[config.mk]
export PLATFORM = sky130hd
export DESIGN_NAME = switchgear_motor_interlock
export DESIGN_NICKNAME = d
export VERILOG_FILES = /design/src/sv/sgmi_pkg.sv /design/src/sv/sgmi_rules.sv /design/src/sv/switchgear_motor_interlock.sv
export SDC_FILE = /design/constraint.sdc
export NUM_CORES = 1
export LEC_CHECK = 0
export BUFFER_PORTS_ARGS = -buffer_cell sky130_fd_sc_hd__buf_2
export CAP_MARGIN = 20
export CORE_MARGIN = 4
export CORE_UTILIZATION = 61
export CTS_CLUSTER_SIZE = 28
export DETAILED_ROUTE_END_ITERATION = 6
export GPL_ROUTABILITY_DRIVEN = 0
export PLACE_DENSITY = 0.8
export SYNTH_ARGS = -nofsm -noshare
export SYNTH_HDL_FRONTEND = slang
export SYNTH_SLANG_ARGS = --single-unit
[constraint.sdc]
create_clock -name aclk -period 3.87 [get_ports aclk]
set_input_delay 0.774 -clock aclk [delete_from_list [all_inputs] [get_ports aclk]]
set_output_delay 0.774 -clock aclk [all_outputs]
set_load 0.02 [all_outputs]
[src/sv/sgmi_pkg.sv]
// Shared types, codes and helper functions for the switchgear motor interlock.
`timescale 1ns / 1ps
`default_nettype none

package sgmi_pkg;

    // Debounce counter slots.
    localparam int NUM_CNT = 13;
    localparam int CNT_QSC = 0;
    localparam int CNT_QSO = 1;
    localparam int CNT_ESC = 2;
    localparam int CNT_ESO = 3;
    localparam int CNT_CMD = 4;
    localparam int CNT_RST = 5;
    localparam int CNT_FLT = 6;
    localparam int CNT_AQC = 7;
    localparam int CNT_AQO = 8;
    localparam int CNT_AEC = 9;
    localparam int CNT_AEO = 10;
    localparam int CNT_CHG = 11;
    localparam int CNT_CHD = 12;

    // Re-arm flag bits, one per switch command.
    localparam int ARM_QSC = 0;
    localparam int ARM_QSO = 1;
    localparam int ARM_ESC = 2;
    localparam int ARM_ESO = 3;

    // Legal command patterns {es_open, es_close, qs_open, qs_close}, active low.
    localparam logic [3:0] PAT_NONE   = 4'hF;
    localparam logic [3:0] PAT_QS_CLS = 4'hE;
    localparam logic [3:0] PAT_QS_OPN = 4'hD;
    localparam logic [3:0] PAT_ES_CLS = 4'hB;
    localparam logic [3:0] PAT_ES_OPN = 4'h7;

    // Configuration register indexes.
    localparam int CFG_IDX_BITS = 3;
    localparam logic [CFG_IDX_BITS-1:0] CFG_START     = 3'd0;
    localparam logic [CFG_IDX_BITS-1:0] CFG_ARRIVAL   = 3'd1;
    localparam logic [CFG_IDX_BITS-1:0] CFG_FAULT     = 3'd2;
    localparam logic [CFG_IDX_BITS-1:0] CFG_CHARGE    = 3'd3;
    localparam logic [CFG_IDX_BITS-1:0] CFG_RESET     = 3'd4;
    localparam logic [CFG_IDX_BITS-1:0] CFG_CMD_ERROR = 3'd5;

    // Encoded run mode as seen on the result channel.
    localparam logic [2:0] RUN_IDLE     = 3'd0;
    localparam logic [2:0] RUN_QS_CLOSE = 3'd1;
    localparam logic [2:0] RUN_QS_OPEN  = 3'd2;
    localparam logic [2:0] RUN_ES_CLOSE = 3'd3;
    localparam logic [2:0] RUN_ES_OPEN  = 3'd4;
    localparam logic [2:0] RUN_CHARGE   = 3'd5;

    // Drive-off pulse bits.
    localparam int DRV_QSC = 0;
    localparam int DRV_QSO = 1;
    localparam int DRV_ESC = 2;
    localparam int DRV_ESO = 3;
    localparam int DRV_CHG = 4;

    typedef enum logic [5:0] {
        MODE_IDLE     = 6'b000001,
        MODE_QS_CLOSE = 6'b000010,
        MODE_QS_OPEN  = 6'b000100,
        MODE_ES_CLOSE = 6'b001000,
        MODE_ES_OPEN  = 6'b010000,
        MODE_CHARGE   = 6'b100000
    } mode_t;

    typedef struct packed {
        logic [3:0] start_lim;
        logic [3:0] arrival_lim;
        logic [3:0] fault_lim;
        logic [3:0] charge_done_lim;
        logic [3:0] reset_lim;
        logic [3:0] cmd_error_lim;
    } limits_t;

    typedef struct packed {
        logic qs_close_cmd_n;
        logic qs_open_cmd_n;
        logic es_close_cmd_n;
        logic es_open_cmd_n;
        logic qs_closed_pos_n;
        logic qs_opened_pos_n;
        logic es_closed_pos_n;
        logic es_opened_pos_n;
        logic lock_contact;
        logic charged_pos_n;
        logic reset_btn_n;
        logic external_alarm;
    } sample_t;

    // Control state other than the debounce counters.
    typedef struct packed {
        logic [3:0] rearm;
        mode_t      mode;
        logic       cmd_alarm;
        logic       run_alarm;
        logic       reset_req;
    } ctrl_t;

    typedef struct packed {
        logic [2:0] run_mode;
        logic       cmd_alarm;
        logic       run_alarm;
        logic       reset_request;
        logic       lock_relay_off;
        logic       alarm_relay_off;
        logic       stop_orders;
        logic [4:0] drive_off_mask;
        logic       clear_over1;
        logic       clear_over2;
    } result_t;

    // Maps the one-hot mode onto the external run mode code.
    function automatic logic [2:0] run_code(input mode_t mode);
        logic [2:0] code;
        unique case (mode)
            MODE_IDLE:     code = RUN_IDLE;
            MODE_QS_CLOSE: code = RUN_QS_CLOSE;
            MODE_QS_OPEN:  code = RUN_QS_OPEN;
            MODE_ES_CLOSE: code = RUN_ES_CLOSE;
            MODE_ES_OPEN:  code = RUN_ES_OPEN;
            MODE_CHARGE:   code = RUN_CHARGE;
            default:       code = RUN_IDLE;
        endcase
        return code;
    endfunction

endpackage

`default_nettype wire

[src/sv/sgmi_rules.sv]
// Per-tick rule evaluation: debounce counters, starts, supervision and arrivals.
`timescale 1ns / 1ps
`default_nettype none

module sgmi_rules #(
    parameter int COUNT_BITS = 4
) (
    input  wire sgmi_pkg::sample_t                          smp_i,
    input  wire sgmi_pkg::limits_t                          lim_i,
    input  wire sgmi_pkg::ctrl_t                            ctrl_i,
    input  wire [sgmi_pkg::NUM_CNT-1:0][COUNT_BITS-1:0]     cnt_i,
    output sgmi_pkg::ctrl_t                                 ctrl_o,
    output logic [sgmi_pkg::NUM_CNT-1:0][COUNT_BITS-1:0]    cnt_o,
    output sgmi_pkg::result_t                               res_o
);

    // Count one tick; the top bit flags that the limit was exceeded.
    function automatic logic [COUNT_BITS:0] tick_cnt(input logic [COUNT_BITS-1:0] cnt,
                                                     input logic [3:0] lim);
        logic [COUNT_BITS-1:0] inc;
        logic                  fire;
        inc  = cnt + COUNT_BITS'(1);
        fire = inc > COUNT_BITS'(lim);
        return {fire, fire ? {COUNT_BITS{1'b0}} : inc};
    endfunction

    // Start rule with re-arm: returns {fire, armed_next, count_next}.
    function automatic logic [COUNT_BITS+1:0] start_step(input logic cond,
                                                         input logic armed,
                                                         input logic cmd_n,
                                                         input logic [COUNT_BITS-1:0] cnt,
                                                         input logic [3:0] lim);
        logic [COUNT_BITS:0] t;
        logic [COUNT_BITS+1:0] r;
        t = tick_cnt(cnt, lim);
        if (cond) begin
            if (armed) begin
                r = {t[COUNT_BITS], ~t[COUNT_BITS], t[COUNT_BITS-1:0]};
            end else begin
                r = {1'b0, 1'b0, cnt};
            end
        end else begin
            r = {1'b0, armed | cmd_n, {COUNT_BITS{1'b0}}};
        end
        return r;
    endfunction

    logic [3:0]            pat;
    logic                  legal;
    logic                  both_pos;
    logic                  base_ok;
    logic                  ok;
    logic [COUNT_BITS:0]   t;
    logic [COUNT_BITS+1:0] st;
    sgmi_pkg::mode_t       mode;

    assign pat      = {smp_i.es_open_cmd_n, smp_i.es_close_cmd_n,
                       smp_i.qs_open_cmd_n, smp_i.qs_close_cmd_n};
    assign legal    = (pat == sgmi_pkg::PAT_NONE)   || (pat == sgmi_pkg::PAT_QS_CLS) ||
                      (pat == sgmi_pkg::PAT_QS_OPN) || (pat == sgmi_pkg::PAT_ES_CLS) ||
                      (pat == sgmi_pkg::PAT_ES_OPN);
    assign both_pos = !smp_i.qs_closed_pos_n && !smp_i.qs_opened_pos_n;

    // Rules run in a fixed order; each one sees what the earlier ones left.
    always_comb begin
        ctrl_o  = ctrl_i;
        cnt_o   = cnt_i;
        res_o   = '0;
        mode    = ctrl_i.mode;
        base_ok = 1'b0;
        ok      = 1'b0;
        t       = '0;
        st      = '0;

        // Illegal command or position pattern, checked only in idle.
        if (mode == sgmi_pkg::MODE_IDLE) begin
            if (!legal || both_pos) begin
                t = tick_cnt(cnt_o[sgmi_pkg::CNT_CMD], lim_i.cmd_error_lim);
                cnt_o[sgmi_pkg::CNT_CMD] = t[COUNT_BITS-1:0];
                if (t[COUNT_BITS]) begin
                    ctrl_o.cmd_alarm      = 1'b1;
                    res_o.alarm_relay_off = 1'b1;
                end
            end else begin
                cnt_o[sgmi_pkg::CNT_CMD] = '0;
                ctrl_o.cmd_alarm         = 1'b0;
            end
        end

        // Reset button.
        if (!smp_i.reset_btn_n) begin
            t = tick_cnt(cnt_o[sgmi_pkg::CNT_RST], lim_i.reset_lim);
            cnt_o[sgmi_pkg::CNT_RST] = t[COUNT_BITS-1:0];
            if (t[COUNT_BITS]) begin
                ctrl_o.reset_req = 1'b1;
            end
        end else begin
            cnt_o[sgmi_pkg::CNT_RST] = '0;
            ctrl_o.reset_req         = 1'b0;
        end

        // Load switch close.
        base_ok = !smp_i.qs_close_cmd_n && smp_i.qs_open_cmd_n && smp_i.es_close_cmd_n &&
                  smp_i.es_open_cmd_n && smp_i.qs_closed_pos_n && !smp_i.qs_opened_pos_n &&
                  smp_i.es_closed_pos_n && !smp_i.lock_contact && !smp_i.external_alarm &&
                  smp_i.reset_btn_n && !ctrl_o.cmd_alarm;
        ok = base_ok && !smp_i.charged_pos_n && (mode == sgmi_pkg::MODE_IDLE);
        st = start_step(ok, ctrl_o.rearm[sgmi_pkg::ARM_QSC], smp_i.qs_close_cmd_n,
                        cnt_o[sgmi_pkg::CNT_QSC], lim_i.start_lim);
        cnt_o[sgmi_pkg::CNT_QSC]            = st[COUNT_BITS-1:0];
        ctrl_o.rearm[sgmi_pkg::ARM_QSC]     = st[COUNT_BITS];
        if (st[COUNT_BITS+1]) begin
            mode = sgmi_pkg::MODE_QS_CLOSE;
        end

        // Spring charging start, no re-arm needed.
        ok = base_ok && smp_i.charged_pos_n && (mode == sgmi_pkg::MODE_IDLE);
        if (ok) begin
            t = tick_cnt(cnt_o[sgmi_pkg::CNT_CHG], lim_i.start_lim);
            cnt_o[sgmi_pkg::CNT_CHG] = t[COUNT_BITS-1:0];
            if (t[COUNT_BITS]) begin
                mode = sgmi_pkg::MODE_CHARGE;
            end
        end else begin
            cnt_o[sgmi_pkg::CNT_CHG] = '0;
        end

        // Load switch open.
        ok = !smp_i.qs_open_cmd_n && smp_i.qs_close_cmd_n && smp_i.es_close_cmd_n &&
             smp_i.es_open_cmd_n && smp_i.qs_opened_pos_n && smp_i.es_closed_pos_n &&
             !smp_i.lock_contact && (mode == sgmi_pkg::MODE_IDLE) &&
             !smp_i.external_alarm && smp_i.reset_btn_n && !ctrl_o.cmd_alarm;
        st = start_step(ok, ctrl_o.rearm[sgmi_pkg::ARM_QSO], smp_i.qs_open_cmd_n,
                        cnt_o[sgmi_pkg::CNT_QSO], lim_i.start_lim);
        cnt_o[sgmi_pkg::CNT_QSO]        = st[COUNT_BITS-1:0];
        ctrl_o.rearm[sgmi_pkg::ARM_QSO] = st[COUNT_BITS];
        if (st[COUNT_BITS+1]) begin
            mode = sgmi_pkg::MODE_QS_OPEN;
        end

        // Earth switch close.
        ok = !smp_i.es_close_cmd_n && smp_i.qs_close_cmd_n && smp_i.qs_open_cmd_n &&
             smp_i.es_open_cmd_n && smp_i.qs_closed_pos_n && smp_i.es_closed_pos_n &&
             !smp_i.es_opened_pos_n && !smp_i.lock_contact &&
             (mode == sgmi_pkg::MODE_IDLE) && !smp_i.external_alarm &&
             smp_i.reset_btn_n && !ctrl_o.cmd_alarm;
        st = start_step(ok, ctrl_o.rearm[sgmi_pkg::ARM_ESC], smp_i.es_close_cmd_n,
                        cnt_o[sgmi_pkg::CNT_ESC], lim_i.start_lim);
        cnt_o[sgmi_pkg::CNT_ESC]        = st[COUNT_BITS-1:0];
        ctrl_o.rearm[sgmi_pkg::ARM_ESC] = st[COUNT_BITS];
        if (st[COUNT_BITS+1]) begin
            mode = sgmi_pkg::MODE_ES_CLOSE;
        end

        // Earth switch open.
        ok = !smp_i.es_open_cmd_n && smp_i.qs_close_cmd_n && smp_i.qs_open_cmd_n &&
             smp_i.es_close_cmd_n && smp_i.qs_closed_pos_n && smp_i.es_opened_pos_n &&
             !smp_i.lock_contact && (mode == sgmi_pkg::MODE_IDLE) &&
             !smp_i.external_alarm && smp_i.reset_btn_n && !ctrl_o.cmd_alarm;
        st = start_step(ok, ctrl_o.rearm[sgmi_pkg::ARM_ESO], smp_i.es_open_cmd_n,
                        cnt_o[sgmi_pkg::CNT_ESO], lim_i.start_lim);
        cnt_o[sgmi_pkg::CNT_ESO]        = st[COUNT_BITS-1:0];
        ctrl_o.rearm[sgmi_pkg::ARM_ESO] = st[COUNT_BITS];
        if (st[COUNT_BITS+1]) begin
            mode = sgmi_pkg::MODE_ES_OPEN;
        end

        // Motion supervision: interlock abort, then end-position arrivals.
        if (mode != sgmi_pkg::MODE_IDLE) begin
            res_o.lock_relay_off = 1'b1;

            if (smp_i.lock_contact || both_pos) begin
                t = tick_cnt(cnt_o[sgmi_pkg::CNT_FLT], lim_i.fault_lim);
                cnt_o[sgmi_pkg::CNT_FLT] = t[COUNT_BITS-1:0];
                if (t[COUNT_BITS]) begin
                    mode              = sgmi_pkg::MODE_IDLE;
                    ctrl_o.run_alarm  = 1'b1;
                    res_o.stop_orders = 1'b1;
                end
            end else begin
                cnt_o[sgmi_pkg::CNT_FLT] = '0;
            end

            if (!smp_i.qs_closed_pos_n && (mode == sgmi_pkg::MODE_QS_CLOSE)) begin
                t = tick_cnt(cnt_o[sgmi_pkg::CNT_AQC], lim_i.arrival_lim);
                cnt_o[sgmi_pkg::CNT_AQC] = t[COUNT_BITS-1:0];
                if (t[COUNT_BITS]) begin
                    mode                                  = sgmi_pkg::MODE_IDLE;
                    res_o.drive_off_mask[sgmi_pkg::DRV_QSC] = 1'b1;
                    res_o.clear_over1                     = 1'b1;
                end
            end else begin
                cnt_o[sgmi_pkg::CNT_AQC] = '0;
            end

            if (!smp_i.qs_opened_pos_n && (mode == sgmi_pkg::MODE_QS_OPEN)) begin
                t = tick_cnt(cnt_o[sgmi_pkg::CNT_AQO], lim_i.arrival_lim);
                cnt_o[sgmi_pkg::CNT_AQO] = t[COUNT_BITS-1:0];
                if (t[COUNT_BITS]) begin
                    mode                                  = sgmi_pkg::MODE_IDLE;
                    res_o.drive_off_mask[sgmi_pkg::DRV_QSO] = 1'b1;
                    res_o.clear_over1                     = 1'b1;
                end
            end else begin
                cnt_o[sgmi_pkg::CNT_AQO] = '0;
            end

            if (!smp_i.es_closed_pos_n && (mode == sgmi_pkg::MODE_ES_CLOSE)) begin
                t = tick_cnt(cnt_o[sgmi_pkg::CNT_AEC], lim_i.arrival_lim);
                cnt_o[sgmi_pkg::CNT_AEC] = t[COUNT_BITS-1:0];
                if (t[COUNT_BITS]) begin
                    mode                                  = sgmi_pkg::MODE_IDLE;
                    res_o.drive_off_mask[sgmi_pkg::DRV_ESC] = 1'b1;
                    res_o.clear_over1                     = 1'b1;
                    res_o.clear_over2                     = 1'b1;
                end
            end else begin
                cnt_o[sgmi_pkg::CNT_AEC] = '0;
            end

            if (smp_i.es_closed_pos_n && !smp_i.es_opened_pos_n &&
                (mode == sgmi_pkg::MODE_ES_OPEN)) begin
                t = tick_cnt(cnt_o[sgmi_pkg::CNT_AEO], lim_i.arrival_lim);
                cnt_o[sgmi_pkg::CNT_AEO] = t[COUNT_BITS-1:0];
                if (t[COUNT_BITS]) begin
                    mode                                  = sgmi_pkg::MODE_IDLE;
                    res_o.drive_off_mask[sgmi_pkg::DRV_ESO] = 1'b1;
                    res_o.clear_over1                     = 1'b1;
                    res_o.clear_over2                     = 1'b1;
                end
            end else begin
                cnt_o[sgmi_pkg::CNT_AEO] = '0;
            end

            // Charge completion hands over to load switch closing.
            if (!smp_i.charged_pos_n && (mode == sgmi_pkg::MODE_CHARGE)) begin
                t = tick_cnt(cnt_o[sgmi_pkg::CNT_CHD], lim_i.charge_done_lim);
                cnt_o[sgmi_pkg::CNT_CHD] = t[COUNT_BITS-1:0];
                if (t[COUNT_BITS]) begin
                    mode                                  = sgmi_pkg::MODE_QS_CLOSE;
                    res_o.drive_off_mask[sgmi_pkg::DRV_CHG] = 1'b1;
                end
            end else begin
                cnt_o[sgmi_pkg::CNT_CHD] = '0;
            end
        end

        ctrl_o.mode         = mode;
        res_o.run_mode      = sgmi_pkg::run_code(mode);
        res_o.cmd_alarm     = ctrl_o.cmd_alarm;
        res_o.run_alarm     = ctrl_o.run_alarm;
        res_o.reset_request = ctrl_o.reset_req;
    end

endmodule

`default_nettype wire

[src/sv/switchgear_motor_interlock.sv]
// Top level of the switchgear motor interlock: state, limits and result register.
//
// Usage: one input transfer on the s_ channel carries one sampled tick of the
// command, position, interlock, charge and reset contacts plus the external
// alarm level. Each accepted tick yields exactly one result transfer on the m_
// channel: the run mode after the tick, the alarm and reset levels, and the
// relay, stop, drive-off and overcurrent-clear pulses for that tick.
// The result is registered and is valid in the cycle after its tick is accepted.
// Throughput is one tick per cycle while the receiver does not stall; the rule
// chain between the state registers and the result register is combinational.
// When the receiver stalls, the result stays in the output register and
// s_ready drops only while that register is full and m_ready is low.
// The cfg_ channel writes the six 4-bit debounce limits by index; it is
// always ready and a write to an index beyond the list is ignored. Limits
// should only change while no tick is in flight.
// Reset (aresetn low, synchronous) clears all counters, re-arm flags and
// alarms, returns the mode to idle, loads the default limits and empties
// the output register.
`timescale 1ns / 1ps
`default_nettype none

module switchgear_motor_interlock #(
    parameter int COUNT_BITS = 4
) (
    input  wire         aclk,
    input  wire         aresetn,

    input  wire         cfg_valid,
    output logic        cfg_ready,
    input  wire [2:0]   cfg_index,
    input  wire [3:0]   cfg_data,

    input  wire         s_valid,
    output logic        s_ready,
    input  wire         s_qs_close_cmd_n,
    input  wire         s_qs_open_cmd_n,
    input  wire         s_es_close_cmd_n,
    input  wire         s_es_open_cmd_n,
    input  wire         s_qs_closed_pos_n,
    input  wire         s_qs_opened_pos_n,
    input  wire         s_es_closed_pos_n,
    input  wire         s_es_opened_pos_n,
    input  wire         s_lock_contact,
    input  wire         s_charged_pos_n,
    input  wire         s_reset_btn_n,
    input  wire         s_external_alarm,

    output logic        m_valid,
    input  wire         m_ready,
    output logic [2:0]  m_run_mode,
    output logic        m_cmd_alarm,
    output logic        m_run_alarm,
    output logic        m_reset_request,
    output logic        m_lock_relay_off,
    output logic        m_alarm_relay_off,
    output logic        m_stop_orders,
    output logic [4:0]  m_drive_off_mask,
    output logic        m_clear_over1,
    output logic        m_clear_over2
);

    sgmi_pkg::limits_t                              lim_reg;
    sgmi_pkg::ctrl_t                                ctrl_reg;
    sgmi_pkg::ctrl_t                                ctrl_next;
    logic [sgmi_pkg::NUM_CNT-1:0][COUNT_BITS-1:0]   cnt_reg;
    logic [sgmi_pkg::NUM_CNT-1:0][COUNT_BITS-1:0]   cnt_next;
    sgmi_pkg::result_t                              res_reg;
    sgmi_pkg::result_t                              res_next;
    sgmi_pkg::sample_t                              smp;
    logic                                           m_valid_reg;
    logic                                           s_xfer;

    // Gather the sampled contacts into one word.
    assign smp = '{
        qs_close_cmd_n:  s_qs_close_cmd_n,
        qs_open_cmd_n:   s_qs_open_cmd_n,
        es_close_cmd_n:  s_es_close_cmd_n,
        es_open_cmd_n:   s_es_open_cmd_n,
        qs_closed_pos_n: s_qs_closed_pos_n,
        qs_opened_pos_n: s_qs_opened_pos_n,
        es_closed_pos_n: s_es_closed_pos_n,
        es_opened_pos_n: s_es_opened_pos_n,
        lock_contact:    s_lock_contact,
        charged_pos_n:   s_charged_pos_n,
        reset_btn_n:     s_reset_btn_n,
        external_alarm:  s_external_alarm
    };

    // Handshake: take a tick whenever the output register is free or draining.
    assign s_ready   = !m_valid_reg || m_ready;
    assign s_xfer    = s_valid && s_ready;
    assign cfg_ready = 1'b1;

    sgmi_rules #(
        .COUNT_BITS (COUNT_BITS)
    ) u_rules (
        .smp_i  (smp),
        .lim_i  (lim_reg),
        .ctrl_i (ctrl_reg),
        .cnt_i  (cnt_reg),
        .ctrl_o (ctrl_next),
        .cnt_o  (cnt_next),
        .res_o  (res_next)
    );

    // Limit registers written through the configuration channel.
    always_ff @(posedge aclk) begin
        if (!aresetn) begin
            lim_reg.start_lim       <= 4'd10;
            lim_reg.arrival_lim     <= 4'd5;
            lim_reg.fault_lim       <= 4'd5;
            lim_reg.charge_done_lim <= 4'd10;
            lim_reg.reset_lim       <= 4'd10;
            lim_reg.cmd_error_lim   <= 4'd5;
        end else if (cfg_valid && cfg_ready) begin
            unique case (cfg_index)
                sgmi_pkg::CFG_START:     lim_reg.start_lim       <= cfg_data;
                sgmi_pkg::CFG_ARRIVAL:   lim_reg.arrival_lim     <= cfg_data;
                sgmi_pkg::CFG_FAULT:     lim_reg.fault_lim       <= cfg_data;
                sgmi_pkg::CFG_CHARGE:    lim_reg.charge_done_lim <= cfg_data;
                sgmi_pkg::CFG_RESET:     lim_reg.reset_lim       <= cfg_data;
                sgmi_pkg::CFG_CMD_ERROR: lim_reg.cmd_error_lim   <= cfg_data;
                default: ;
            endcase
        end
    end

    // Interlock state advances once per accepted tick.
    always_ff @(posedge aclk) begin
        if (!aresetn) begin
            ctrl_reg.rearm     <= '0;
            ctrl_reg.mode      <= sgmi_pkg::MODE_IDLE;
            ctrl_reg.cmd_alarm <= 1'b0;
            ctrl_reg.run_alarm <= 1'b0;
            ctrl_reg.reset_req <= 1'b0;
            cnt_reg            <= '0;
        end else if (s_xfer) begin
            ctrl_reg <= ctrl_next;
            cnt_reg  <= cnt_next;
        end
    end

    // Output register valid flag.
    always_ff @(posedge aclk) begin
        if (!aresetn) begin
            m_valid_reg <= 1'b0;
        end else if (s_xfer) begin
            m_valid_reg <= 1'b1;
        end else if (m_ready) begin
            m_valid_reg <= 1'b0;
        end
    end

    // Output register payload.
    always_ff @(posedge aclk) begin
        if (s_xfer) begin
            res_reg <= res_next;
        end
    end

    assign m_valid           = m_valid_reg;
    assign m_run_mode        = res_reg.run_mode;
    assign m_cmd_alarm       = res_reg.cmd_alarm;
    assign m_run_alarm       = res_reg.run_alarm;
    assign m_reset_request   = res_reg.reset_request;
    assign m_lock_relay_off  = res_reg.lock_relay_off;
    assign m_alarm_relay_off = res_reg.alarm_relay_off;
    assign m_stop_orders     = res_reg.stop_orders;
    assign m_drive_off_mask  = res_reg.drive_off_mask;
    assign m_clear_over1     = res_reg.clear_over1;
    assign m_clear_over2     = res_reg.clear_over2;

`ifndef ASSERT_OFF
    // The run alarm is sticky once set.
    a_run_alarm_sticky: assert property (@(posedge aclk) disable iff (!aresetn)
        ctrl_reg.run_alarm |=> ctrl_reg.run_alarm)
        else $error("run alarm cleared after being set");

    // Interlock state only moves on an accepted tick.
    a_state_holds: assert property (@(posedge aclk) disable iff (!aresetn)
        !s_xfer |=> $stable(ctrl_reg) && $stable(cnt_reg))
        else $error("interlock state changed without an input transfer");

    // A fault abort leaves the block idle with the run alarm raised.
    a_stop_idle: assert property (@(posedge aclk) disable iff (!aresetn)
        (m_valid && m_stop_orders) |->
            (m_run_mode == sgmi_pkg::RUN_IDLE) && m_run_alarm)
        else $error("stop pulse without idle mode and run alarm");

    // Charge completion always hands over to load switch closing.
    a_charge_to_close: assert property (@(posedge aclk) disable iff (!aresetn)
        (m_valid && m_drive_off_mask[sgmi_pkg::DRV_CHG]) |->
            (m_run_mode == sgmi_pkg::RUN_QS_CLOSE))
        else $error("charge drive off without load switch closing");

    // The alarm relay pulse only comes with the command alarm level.
    a_relay_with_alarm: assert property (@(posedge aclk) disable iff (!aresetn)
        (m_valid && m_alarm_relay_off) |-> m_cmd_alarm)
        else $error("alarm relay pulse without command alarm");
`endif

endmodule

`default_nettype wire
Yosys cells after proc, flatten, opt, wreduce, memory -nomap -nowiden
Index checks and enable logic that the tools add are counted.
{ "op_classes": {"addsub": 13, "mul": 0, "div": 0, "n_lt_le_gt_ge": 13, "eq_ne": 30, "shift": 0, "mux": 80, "bitwise_logic": 8, "n_reduce_logical": 95} }
{ "ops": {"columns": ["cell", "n"], "rows": [
  ["6-bit 2-to-1 mux", 32],
  ["4-bit 2-to-1 mux", 22],
  ["1-bit logical AND", 53],
  ["4-bit by 1-bit adder with 4-bit output, second input constant", 13],
  ["4-bit > comparator", 13],
  ["2-bit AND reduction", 19],
  ["6-bit by 1-bit == test with 1-bit output, second input constant", 5],
  ["1-bit 2-to-1 mux", 20],
  ["4-bit == test, second input constant", 4],
  ["3-bit one-hot mux with 5 select lines", 1],
  ["1-bit zero test", 14],
  ["6-bit by 2-bit == test with 1-bit output, second input constant", 2],
  ["6-bit by 3-bit == test with 1-bit output, second input constant", 2],
  ["6-bit by 4-bit == test with 1-bit output, second input constant", 2],
  ["6-bit by 5-bit == test with 1-bit output, second input constant", 2],
  ["6-bit == test, second input constant", 2],
  ["2-bit 2-to-1 mux", 5],
  ["2-bit inequality test, second input constant", 4],
  ["1-bit logical OR", 7],
  ["3-bit by 2-bit == test with 1-bit output, second input constant", 2],
  ["3-bit == test, second input constant", 2],
  ["6-bit by 1-bit inequality test with 1-bit output, second input constant", 1],
  ["4-bit by 3-bit == test with 1-bit output, second input constant", 1],
  ["1-bit inverter", 4],
  ["other kinds (4)", 7]
]} }
{ "word_totals": {"register_bits": 106, "latchBits": 0, "ram_bits": 0, "rom_bits": 0, "inputBits": 24, "elab_cells": 278, "n_memories": 0} }

Depth between registers and ports, before layout
{ "depth": {"depth_word": 64, "mapped_depth": 14, "mapped_depth_nobuf": 13} }

Hierarchy
Synthesis repeated with hierarchy kept, for this count alone.
{ "unflattened": {"hier_cells": 897, "area_unflattened_um2": 7569.8} }
{ "modules_own_cells": {"columns": ["module", "n_inst", "cells_per_inst", "area_per_inst_um2"], "rows": [
  ["switchgear_motor_interlock", 1, 399, 3993.8],
  ["sgmi_rules", 1, 498, 3575.9]
]} }

Worst setup path after synthesis
No wires, ideal clock.
{ "synth_path": {"path_kind": "reg-to-reg", "from": "reg cnt_reg[4] (netlist bit)", "to": "reg res_reg (netlist bit m_run_mode[0]) (data pin)", "arrival_ns": 3.213, "t_required_ns": 3.700, "slack_ns": 0.487, "path_stages_with_launch": 12, "synth_period_minus_slack_ns": 3.383, "path_cell_list": "dfxtp_1 ha_1 ha_1 nor2b_1 o211ai_2 a2111oi_4 or3_1 nor4_4 nand4b_2 o21a_1 or4_4 a311oi_2"} }
{ "synth_lines": {"columns": ["element", "line_no", "rtl"], "rows": [
  ["start: declaration", "switchgear_motor_interlock.sv:65", "logic [sgmi_pkg::NUM_CNT-1:0][COUNT_BITS-1:0] cnt_reg;"],
  ["start signal: assignment", "switchgear_motor_interlock.sv:139", "cnt_reg <= cnt_next;"],
  ["end signal: assignment", "switchgear_motor_interlock.sv:157", "res_reg <= res_next;"],
  ["end: declaration", "switchgear_motor_interlock.sv:67", "sgmi_pkg::result_t res_reg;"]
]} }

==> flow_summary.json <==
{
  "status": "finished clean",
  "pwr-share-seq_pct": 57.6,
  "grt_pass1_vias": 5596,
  "cp-start-kind": "flip-flop",
  "post_cts_buffers": 0,
  "numCtsBuffers": 9,
  "row_count": 37,
  "ys_ff_latch": 106,
  "synthArstFlopShare_pct": 0,
  "grt-ovfl-total": 0,
  "arrival_ps": 3880,
  "tightest_slew_ps": 948,
  "syn_area_per_cell_um2": 8.91,
  "post-dp-hpwl_um": 12200,
  "reg2reg_slack_ps": 210,
  "vias": 5622,
  "min_path_type": "flip-flop to flip-flop",
  "tns_ps": 0,
  "hold-worst-slack_ps": 473,
  "initial_core_util_pct": 62.3,
  "pin_count": 43,
  "intPower_w": 0.00146,
  "slew_headroom_pct": 36.6,
  "antenna_found_initial": 0,
  "largest_reg_flops": 52,
  "synth_nets": 811,
  "synthMuxAreaShare_pct": 3.27,
  "worstSkewPairLatency_ps": 390,
  "post_synth_xor_area_fraction_pct": 3.67,
  "root_buffer": "clkbuf_8",
  "synth_simple_gate_area_share_pct": 23.9,
  "area_growth_pct": 9.20,
  "synthCells": 722,
  "timing.fmax_mhz": 273,
  "final-hold-violation-count": 0,
  "synth-main-ff-cell": "dfxtp_1",
  "coreArea_um2": 10300,
  "ys_types": 75,
  "dpl_cell_area_um2": 6850,
  "p_per_area_nw_per_um2": 286,
  "grt_usage_pct": 25.9,
  "skew_ps": 12.5,
  "firstDrtPassIters": 5,
  "p_total_w": 0.00201,
  "clock-sinks": 106,
  "grt_pass1_wl_um": 26400,
  "drive_gt1_share_pct": 13.3,
  "wirelength_um": 15700,
  "p_clk_share_pct": 31.3,
  "setup_viol": 0,
  "post-route-period-util_pct": 94.5,
  "final_nets": 858,
  "clockBufferDepth": 2,
  "portBuffers": 41,
  "clk_pin_slew_ps": 100,
  "fin_area_um2": 7030,
  "vdd_drop_max_mv": 0.301,
  "rsz0062_at_grt": "false",
  "path_max_fanout": 5,
  "drtIter0Drc": 370,
  "worst-setup-path-type": "flip-flop to flip-flop",
  "tritoncts": "built",
  "power_frac_comb_pct": 11.1,
  "p_leak_nw": 3.03,
  "switchingPower_w": 0.000553,
  "die-area_um2": 12300,
  "cp.required_ps": 4090,
  "wl_per_cell_um": 17.3,
  "finalCriticalPeriod_ps": 3660,
  "netlist_area_um2": 6440,
  "synth_compound_gate_area_share_pct": 17.7,
  "maxSlewViolCount": 0,
  "end_kind": "flip-flop",
  "post-route-util_pct": 68.1,
  "synth-edff-count": 16,
  "ys.warnings.count": 0,
  "n_antenna_cell": 0,
  "ant_nets": 0,
  "cap_violations": 0,
  "grt_max_degree": 39,
  "htreeDepth": 3,
  "viasPerCell": 6.18,
  "fp.dieH_um": 111,
  "p_sw_share_pct": 27.5,
  "dieWidth_um": 111,
  "drc": 0,
  "yosys.area_share.adder_pct": 12.8,
  "synth_top_family_by_area": "simple AND/OR/NAND/NOR gates",
  "yosysSeqAreaShare_pct": 35.5
}
## what timing repair did
action                                  4_1_cts  5_1_grt
endpoints found under the setup margin        0        1
hold buffers                                  0        0
endpoints found under the hold margin         0        0
resized for setup                             0        1
## final timing paths
| check | from | to | depth (start not counted) |
|---|---|---|---|
| worst max-delay path | cnt_reg[24]$_SDFFE_PN0P_ | m_run_mode[0]$_DFFE_PP_ | 11 |
| worst min-delay path | ctrl_reg[1]$_SDFFE_PN0P_ | ctrl_reg[1]$_SDFFE_PN0P_ | 2 |
| worst max register to register | cnt_reg[24]$_SDFFE_PN0P_ | m_run_mode[0]$_DFFE_PP_ | 11 |
| worst min register to register | ctrl_reg[1]$_SDFFE_PN0P_ | ctrl_reg[1]$_SDFFE_PN0P_ | 2 |
## critical path: stages, from the launching register on
cell and delay [ps]:
dfxtp_1 420, ha_1 280, ha_1 300, nor2b_1 140, o211ai_1 230, a21oi_1 130
or4b_2 670, nor3_1 230, a22o_1 270, a211oi_1 120, or4_4 450, a311oi_2 260
## final cells by class
type                            instances  area, um^2
Fill cell                             849        3300
Clock inverter                          7        51.3
Timing Repair Buffer                   57         325
Tap cell                              136         170
Inverter                               30         113
Sequential cell                       106        2280
Clock buffer                            9         124
Multi-Input combinational cell        565        3960
## placed cells by master (no fill, tap or decap), drive strengths merged, types with 3 or more instances in the layout
cell    Yosys  layout
dfxtp      90      90
nor2       84      84
ha         65      65
buf         6      57
nand2      56      56
a21oi      54      54
o21ai      34      34
inv        29      32
nand3      24      24
a22oi      21      21
mux2i      21      21
nor2b      19      19
edfxtp     16      16
nor3       16      16
xor2       14      14
o21a       13      13
xnor2      13      13
nand4      13      13
o211ai     12      12
nand2b     11      11
clkbuf     15       9
nor3b       9       9
nor4        8       8
nand4b      7       7
a21o        6       6
and4        6       6
or2         6       6
nand3b      5       5
clkinv      1       5
and3        4       4
a211oi      4       4
a311oi      4       4
or3         4       4
and2        3       3
a41o        3       3
a31oi       3       3
## Yosys cell counts, types with 4 or more instances
library cell | number | area (um^2)
nor4_1 | 7 | 43.8
nand3b_1 | 5 | 37.5
xor2_1 | 14 | 123
nor2_1 | 84 | 315
clkbuf_1 | 15 | 56.3
o211ai_1 | 11 | 82.6
ha_1 | 65 | 813
nor2b_1 | 19 | 119
a22oi_1 | 21 | 158
dfxtp_1 | 90 | 1800
a21oi_1 | 52 | 260
a211oi_1 | 4 | 30.0
nand2_1 | 56 | 210
edfxtp_1 | 16 | 480
o21a_1 | 13 | 97.6
or2_2 | 5 | 31.3
nand3_1 | 24 | 120
a21o_1 | 6 | 45.0
and3_1 | 4 | 25.0
nand2b_1 | 11 | 68.8
o21ai_1 | 4 | 20.0
nand4b_1 | 6 | 52.6
nor3b_1 | 8 | 60.1
nand4_1 | 11 | 68.8
and4_1 | 6 | 52.6
o21ai_0 | 29 | 145
inv_1 | 27 | 101
xnor2_1 | 13 | 114
nor3_1 | 14 | 70.1
mux2i_1 | 21 | 210
## metrics by stage
stage	setup slack, ps	std cells
floorplan	487	722
global placement	353	894
detailed placement	250	894
CTS	225	910
global route	9.81	910
finish	212	910
## cell families (layout without fill, tap and decap cells)
logic type	Yosys count	after routing
buffers and inverters	51	103
muxes	21	21
xor gates and xnor gates	27	27
AOI/OAI and AO/OA	167	167
DFF	106	106
and+or+nand+nor	283	283
other	1	1
adders and majority gates	66	66
## per-layer routing
metal | part of all wire [%] | track usage [%]
met1 | 42 | 32.3
met2 | 48 | 43.4
met3 | 6.3 | 5.84
met4 | 3.3 | 10.5
met5 | 0 | 0
## power by group through the flow
| stage | registers [W] | logic (W) | clock network, W |
|---|---|---|---|
| final | 0.00116 | 0.000224 | 0.000629 |
| after global routing | 0.00116 | 0.000244 | 0.000689 |
| after CTS | 0.00116 | 0.000221 | 0.000646 |
| after detailed placement | 0.00118 | 0.000220 | 0 |
| after global placement | 0.00118 | 0.000210 | 0 |
| after floorplan | 0.00119 | 0.000131 | 0 |
Note: power is estimated with default switching activity, not from simulation.
